## src/hw/rtl/acs_pkg.sv

```systemverilog
// shared types, constants and shaping functions of the contextual shaper
package acs_pkg;

  localparam int unsigned CP_W   = 21;
  localparam int unsigned QDEPTH = 4;
  localparam int unsigned QPTR_W = $clog2(QDEPTH);
  localparam int unsigned QCNT_W = $clog2(QDEPTH + 1);

  // one letter ready for shaping, with its joining context
  typedef struct packed {
    logic [CP_W-1:0] cp;
    logic            prev_joins;
    logic            next_joins;
    logic            last;
  } job_t;

  // what the front pushes into the queue in one cycle
  typedef struct packed {
    logic [1:0] count;
    job_t       first;
    job_t       second;
  } push_t;

  function automatic logic in_letter_range(input logic [CP_W-1:0] c);
    return (c > 21'h600 && c < 21'h660) || (c > 21'h669 && c < 21'h76E);
  endfunction

  function automatic logic joins_forward(input logic [CP_W-1:0] c);
    logic res;
    res = in_letter_range(c);
    if (c == 21'h627 || c == 21'h648 || c == 21'h698) res = 1'b0;
    if (c > 21'h62E && c < 21'h633) res = 1'b0;
    if (c > 21'h620 && c < 21'h626) res = 1'b0;
    return res;
  endfunction

  // medial form of a four-form letter, zero when not one
  function automatic logic [15:0] medial_base(input logic [CP_W-1:0] c);
    logic [15:0] m;
    case (c)
      21'h626: m = 16'hFE8C;
      21'h628: m = 16'hFE92;
      21'h62A: m = 16'hFE98;
      21'h62B: m = 16'hFE9C;
      21'h62C: m = 16'hFEA0;
      21'h62D: m = 16'hFEA4;
      21'h62E: m = 16'hFEA8;
      21'h633: m = 16'hFEB4;
      21'h634: m = 16'hFEB8;
      21'h635: m = 16'hFEBC;
      21'h636: m = 16'hFEC0;
      21'h639: m = 16'hFECC;
      21'h63A: m = 16'hFED0;
      21'h641: m = 16'hFED4;
      21'h642: m = 16'hFED8;
      21'h644: m = 16'hFEE0;
      21'h645: m = 16'hFEE4;
      21'h646: m = 16'hFEE8;
      21'h647: m = 16'hFEEC;
      21'h67E: m = 16'hFB59;
      21'h686: m = 16'hFB7D;
      21'h6A9: m = 16'hFB91;
      21'h6AF: m = 16'hFB95;
      default: m = 16'h0000;
    endcase
    return m;
  endfunction

  // joined form of a two-form letter, zero when not one
  function automatic logic [15:0] joined_form(input logic [CP_W-1:0] c);
    logic [15:0] j;
    case (c)
      21'h627: j = 16'hFE8E;
      21'h62F: j = 16'hFEAA;
      21'h630: j = 16'hFEAC;
      21'h631: j = 16'hFEAE;
      21'h632: j = 16'hFEB0;
      21'h637: j = 16'hFEC4;
      21'h638: j = 16'hFEC8;
      21'h648: j = 16'hFEEE;
      21'h698: j = 16'hFB8B;
      default: j = 16'h0000;
    endcase
    return j;
  endfunction

  function automatic logic [CP_W-1:0] shape(input logic [CP_W-1:0] c,
                                            input logic bp, input logic bn);
    logic [15:0]     m;
    logic [15:0]     j;
    logic [15:0]     f;
    logic [CP_W-1:0] res;
    m = medial_base(c);
    j = joined_form(c);
    res = c;
    if (m != 16'h0000) begin
      if (bp && bn) f = m;
      else if (bn) f = m - 16'd1;
      else if (bp) f = m - 16'd2;
      else f = m - 16'd3;
      res = {5'b0, f};
    end else if (j != 16'h0000) begin
      f = bp ? j : j - 16'd1;
      res = {5'b0, f};
    end else if (c == 21'h64A || c == 21'h6CC) begin
      if (bp && bn) f = 16'hFEF4;
      else if (bp) f = 16'hFEF0;
      else if (bn) f = 16'hFEF3;
      else f = 16'hFEEF;
      res = {5'b0, f};
    end
    return res;
  endfunction

endpackage

```

## src/hw/rtl/acs_front.sv

```systemverilog
// front end: holds the pending letter and works out joining context
module acs_front
  import acs_pkg::*;
(
  input  logic            clk,
  input  logic            rst,
  input  logic            in_valid,
  output logic            in_ready,
  input  logic [CP_W-1:0] code_point,
  input  logic            end_of_string,
  input  logic            room,
  output push_t           push
);

  logic [CP_W-1:0] held_char;
  logic            held_valid;
  logic            before_held_joins;
  logic            accept;
  logic            bp_cur;
  job_t            held_job;
  job_t            cur_job;

  assign in_ready = room;
  assign accept   = in_valid && room;
  assign bp_cur   = held_valid && joins_forward(held_char);

  always_comb begin
    held_job.cp         = held_char;
    held_job.prev_joins = before_held_joins;
    held_job.next_joins = in_letter_range(code_point);
    held_job.last       = 1'b0;
    cur_job.cp          = code_point;
    cur_job.prev_joins  = bp_cur;
    cur_job.next_joins  = 1'b0;
    cur_job.last        = 1'b1;
    push.count  = 2'd0;
    push.first  = held_job;
    push.second = cur_job;
    if (accept) begin
      if (held_valid && end_of_string) begin
        push.count = 2'd2;
      end else if (held_valid) begin
        push.count = 2'd1;
      end else if (end_of_string) begin
        push.count = 2'd1;
        push.first = cur_job;
      end
    end
  end

  always_ff @(posedge clk) begin
    if (rst) begin
      held_valid        <= 1'b0;
      before_held_joins <= 1'b0;
    end else if (accept) begin
      held_valid        <= !end_of_string;
      before_held_joins <= end_of_string ? 1'b0 : bp_cur;
    end
  end

  always_ff @(posedge clk) begin
    if (accept && !end_of_string) begin
      held_char <= code_point;
    end
  end

endmodule

```

## src/hw/rtl/acs_queue.sv

```systemverilog
// short queue between front and back, two pushes and one pop per cycle
module acs_queue
  import acs_pkg::*;
(
  input  logic  clk,
  input  logic  rst,
  input  push_t push,
  output logic  room,
  output logic  head_valid,
  output job_t  head,
  input  logic  pop
);

  job_t              entries [QDEPTH];
  logic [QPTR_W-1:0] rd_ptr;
  logic [QPTR_W-1:0] wr_ptr;
  logic [QCNT_W-1:0] count;
  logic [QCNT_W-1:0] count_next;
  logic              do_pop;

  assign do_pop     = pop && head_valid;
  assign head_valid = (count != '0);
  assign head       = entries[rd_ptr];
  // room for the worst case of two entries from one transaction
  assign room       = (count <= QCNT_W'(QDEPTH - 2));

  always_comb begin
    count_next = count + QCNT_W'(push.count) - QCNT_W'(do_pop);
  end

  always_ff @(posedge clk) begin
    if (rst) begin
      rd_ptr <= '0;
      wr_ptr <= '0;
      count  <= '0;
    end else begin
      count  <= count_next;
      wr_ptr <= wr_ptr + QPTR_W'(push.count);
      if (do_pop) begin
        rd_ptr <= rd_ptr + QPTR_W'(1);
      end
    end
  end

  always_ff @(posedge clk) begin
    if (push.count != 2'd0) begin
      entries[wr_ptr] <= push.first;
    end
    if (push.count == 2'd2) begin
      entries[wr_ptr + QPTR_W'(1)] <= push.second;
    end
  end

endmodule

```

## src/hw/rtl/acs_back.sv

```systemverilog
// back end: table lookup of the presentation form and output register
module acs_back
  import acs_pkg::*;
(
  input  logic            clk,
  input  logic            rst,
  input  logic            head_valid,
  input  job_t            head,
  output logic            pop,
  output logic            out_valid,
  input  logic            out_ready,
  output logic [CP_W-1:0] shaped_char,
  output logic            last_of_string
);

  logic take;

  assign take = !out_valid || out_ready;
  assign pop  = take && head_valid;

  always_ff @(posedge clk) begin
    if (rst) begin
      out_valid <= 1'b0;
    end else if (take) begin
      out_valid <= head_valid;
    end
  end

  always_ff @(posedge clk) begin
    if (pop) begin
      shaped_char    <= shape(head.cp, head.prev_joins, head.next_joins);
      last_of_string <= head.last;
    end
  end

endmodule

```

## src/hw/rtl/arabic_contextual_shaper_unit.sv

```systemverilog
// top level of the arabic contextual shaper
// Replaces each Arabic/Persian letter of a code point stream by its isolated,
// final, initial or medial presentation form; other code points pass through.
// Takes one code point per clock while the queue has room. A code point is held until the next
// code point arrives, so its result leaves after that next transaction; the code point
// marked end_of_string gives two results when one is held (the held one and itself, the
// latter with last_of_string set), which the single output register drains
// one at a time. A four-entry queue between the classifying front and the
// lookup back absorbs that and lets either side stall; input stalls only when
// the queue holds more than two entries. The result of the completing code point
// passes through the queue and then the output register before it is valid.
module arabic_contextual_shaper_unit
  import acs_pkg::*;
(
  input  logic            clk,
  input  logic            rst,
  input  logic            in_valid,
  output logic            in_ready,
  input  logic [CP_W-1:0] code_point,
  input  logic            end_of_string,
  output logic            out_valid,
  input  logic            out_ready,
  output logic [CP_W-1:0] shaped_char,
  output logic            last_of_string
);

  push_t push;
  logic  room;
  logic  head_valid;
  job_t  head;
  logic  pop;

  acs_front u_front (
    .clk           (clk),
    .rst           (rst),
    .in_valid      (in_valid),
    .in_ready      (in_ready),
    .code_point    (code_point),
    .end_of_string (end_of_string),
    .room          (room),
    .push          (push)
  );

  acs_queue u_queue (
    .clk        (clk),
    .rst        (rst),
    .push       (push),
    .room       (room),
    .head_valid (head_valid),
    .head       (head),
    .pop        (pop)
  );

  acs_back u_back (
    .clk            (clk),
    .rst            (rst),
    .head_valid     (head_valid),
    .head           (head),
    .pop            (pop),
    .out_valid      (out_valid),
    .out_ready      (out_ready),
    .shaped_char    (shaped_char),
    .last_of_string (last_of_string)
  );

endmodule

```

## config.mk

```make
export PLATFORM = sky130hd
export DESIGN_NAME = arabic_contextual_shaper_unit
export DESIGN_NICKNAME = d
export VERILOG_FILES = /design/src/hw/rtl/acs_pkg.sv /design/src/hw/rtl/acs_front.sv /design/src/hw/rtl/acs_queue.sv /design/src/hw/rtl/acs_back.sv /design/src/hw/rtl/arabic_contextual_shaper_unit.sv
export SDC_FILE = /design/constraint.sdc
export NUM_CORES = 1
export LEC_CHECK = 0
export BUFFER_PORTS_ARGS = -buffer_cell sky130_fd_sc_hd__buf_2
export CAP_MARGIN = 20
export CORE_MARGIN = 10
export CORE_UTILIZATION = 56
export DETAILED_ROUTE_END_ITERATION = 8
export PLACE_DENSITY_LB_ADDON = 0.2
export SYNTH_ARGS = -nofsm -noshare
export SYNTH_HDL_FRONTEND = slang
export SYNTH_SLANG_ARGS = --single-unit
```

## constraint.sdc

```tcl
create_clock -name clk -period 4.2 [get_ports clk]
set_clock_uncertainty 0.2 [all_clocks]
set_input_delay 0.21 -clock clk [delete_from_list [all_inputs] [get_ports clk]]
set_output_delay 0.21 -clock clk [all_outputs]
set_load 0.005 [all_outputs]
```

==> flow_summary_export.csv <==
group,metric,value,unit
grt,antenna_found_initial,0,
timing,tightest_slew,1.02,ns
timing,fin_tns_setup,0,ns
logic_synthesis,ys_seq_area_share,50.8,%
power_and_ir_drop,vdd_drop_max,0.000534,V
finish,syn_to_final_growth,18.6,%
logic_synthesis,synth_edf_count,131,
routing,ant_nets,0,
worst_setup_path,startpoint_type,"flip-flop",
power_and_ir_drop,powerDensity,594,nW/µm²
finish,layout_commonest_cell,"edfxtp_1",
hold_path,holdPathEnd,"u_front.before_held_joins",
place,place_inst,964,
logic_synthesis,synth_nets,777,
die,start_util,56.7,%
worst_setup_path,cp-end-kind,"flip-flop",
finish,num_antenna_cells,0,
place,place_area,9220,µm²
timing,whs,0.0337,ns
hold_path,hold_path.class,"primary input to flip-flop",
grt,grt-ovfl-total,0,
timing,fin_crit_sh,97.1,%
die,die_h,143,µm
clock_tree,post_cts_buffers,0,
logic_synthesis,yosys_register_bits,151,
grt,first_global_vias,6664,
die,die_area,20600,µm²
worst_setup_path,cp.arrival,4.05,ns
worst_setup_path,reg2reg_depth,10,
run_status,status,"finished, final reports clean",
routing,drt_first_iter_violations,684,
logic_synthesis,syn-instance-count,735,
job,drv_cap,0,
logic_synthesis,async_reset_ff_share,0,%
timing,fmax,0.245,GHz
finish,design_area,10100,µm²
routing,routed_wl,23.8,mm
clock_tree,htreeDepth,4,
finish,drive_gt1_share,22.5,%
logic_synthesis,yosysWarnings,0,
timing,relSlewSlack,32.3,%
worst_setup_path,path_max_fanout,16,
clock_tree,ctsLongestPathBuffers,2,
timing,period_minus_slack,4.08,ns
clock_tree,numCtsBuffers,17,
hold_path,worstHoldStart,"in_valid",
place,portBuffers,49,
clock_tree,clock_latency,0.42,ns
routing,wl_per_cell,23.3,µm
clock_tree,clk_pin_slew,0.06,ns
worst_setup_path,r2r_slack,0.12,ns
timing,final-hold-violation-count,0,
place,place_hpwl,16.6,mm
timing,slew_viol_final,0,
timing,rsz0062_at_grt,"no",
worst_setup_path,r2r_end,"u_back.shaped_char[5]",
power_and_ir_drop,cellLeakagePower,3.67,nW
logic_synthesis,synth_area,8520,µm²
routing,firstDrtPassIters,6,
die,dieWidth,143,µm
grt,grt_max_degree,30,
finish,finish.utilization,67.3,%
timing,setup_viol,0,
finish,layout.cells.non_filler,1022,
die,rows,45,
worst_setup_path,path_class,"flip-flop to flip-flop",
worst_setup_path,critical_path_required,4.17,ns
logic_synthesis,syn_area_per_cell,11.6,µm²
routing,drc,0,
logic_synthesis,synth_flop_cell,"edfxtp_1",
die,core,15000,µm²
hold_path,hold_depth,4,
die,ioPinCount,50,
clock_tree,tritoncts,"built",
finish,layout_common_cells,"edfxtp_1 (131), a22o_1 (85), nor2_1 (52), buf_2 (49), buf_4 (45)",
finish,nets,863,
clock_tree,clock_tree.root_cell,"clkbuf_16",
clock_tree,cts_sinks,151,
routing,drt-vias-per-instance,6.73,
routing,vias,6882,
place,gp_congestion,0.981,
grt,grt_use_total,23.0,%
logic_synthesis,ys_types,75,
grt,grt_first_pass_wirelength,36.8,mm
sequential cells by signal (all words and copies together), names as in the netlist, named ones only:
name,cells
u_front.held_valid,1
u_queue.wr_ptr,2
u_back.shaped_char,21
u_front.held_char,21
u_front.before_held_joins,1
u_back.last_of_string,1
u_back.out_valid,1
u_queue.entries,96
u_queue.count,3
u_queue.rd_ptr,2
area by class of cell:
cell class	count	area, µm²
clock buffers	22	484
clock inverters	10	86.3
fillers	1085	4920
inverters	22	82.6
multi-input cells	503	3930
flip-flops and latches	151	4340
well taps	188	235
repair buffers	126	963
worst max path at each step:
stage,start,to,slack [ns],cells past startpoint
floorplan,flip-flop,u_back.shaped_char[5],0.18,15
global placement,flip-flop,u_back.shaped_char[5],0.09,13
detailed placement,flip-flop,u_back.shaped_char[6],0.06,13
CTS,flip-flop,u_back.shaped_char[6],0.05,13
global route,flip-flop,u_back.shaped_char[5],0.003,12
finish,flip-flop,u_back.shaped_char[5],0.12,10
metal layers:
metal	vias up	GRT usage (%)	wire [µm]
met5	-	0	0
met4	0	12.0	904
met3	80	3.93	1530
met2	381	39.5	12000
met1	3326	27.1	9370
li1	3095	-	-
logic make-up (layout without fill, tap and decap cells):
kind of cell    Yosys count  in the layout  share of synthesized area (%)
compound gates          226            226                           20.1
simple gates            218            218                           14.0
flops                   151            151                           50.8
buf+inv                  81            180                           4.10
mux                      34             34                           7.56
fa+ha+maj                16             16                           2.44
xor+xnor                  9              9                          0.925
synth_stat cells (7+ instances only):
cell type,count,area share (%)
or3_1,8,0.59
nor2b_1,11,0.81
nand4_1,9,0.66
a22o_1,85,8.7
a21oi_1,29,1.7
clkbuf_1,42,1.8
and3_1,9,0.66
mux2i_1,7,0.82
nor3_1,20,1.2
mux4_2,24,6.3
nand3_1,15,0.88
a211oi_1,9,0.79
o211ai_1,7,0.62
nor4_1,8,0.59
o21ai_0,22,1.3
nand2_1,33,1.5
dfxtp_1,20,4.7
a31oi_1,11,0.81
buf_2,9,0.53
nor2_1,53,2.3
ha_1,15,2.2
nor3b_1,7,0.62
edfxtp_1,131,46
inv_1,22,0.97
nand2b_1,15,1.1
power breakdown:
| part | switching (W) | leakage [nW] | internal [W] |
|---|---|---|---|
| sequential | 0.000134 | 1.42 | 0.00199 |
| combinational | 0.00140 | 1.97 | 0.00103 |
| clock | 0.000620 | 0.285 | 0.000834 |
per-stage QoR:
step,worst slack [ns],total power [W]
6_report,0.120,0.00601
5_1_grt,0.00315,0.00632
4_1_cts,0.0457,0.00597
3_5_place_dp,0.0611,0.00449
3_3_place_gp,0.0947,0.00446
2_1_floorplan,0.183,0.00366
timing repair:
item                       4_1_cts  5_1_grt
hold endpoints to repair        96        0
setup endpoints to repair        0       10
resized for setup                0       11
hold buffers                    26        0
worst max-delay path: stages (launching register included):
cell,delay [ns]
dfxtp_2,0.40
buf_12,0.20
mux4_2,0.70
or4b_4,0.62
or3_1,0.50
ha_1,0.26
a22o_1,0.21
a221oi_1,0.34
buf_4,0.20
a21o_1,0.11
o211ai_1,0.08
No activity file was read; power rests on OpenSTA's default activity.
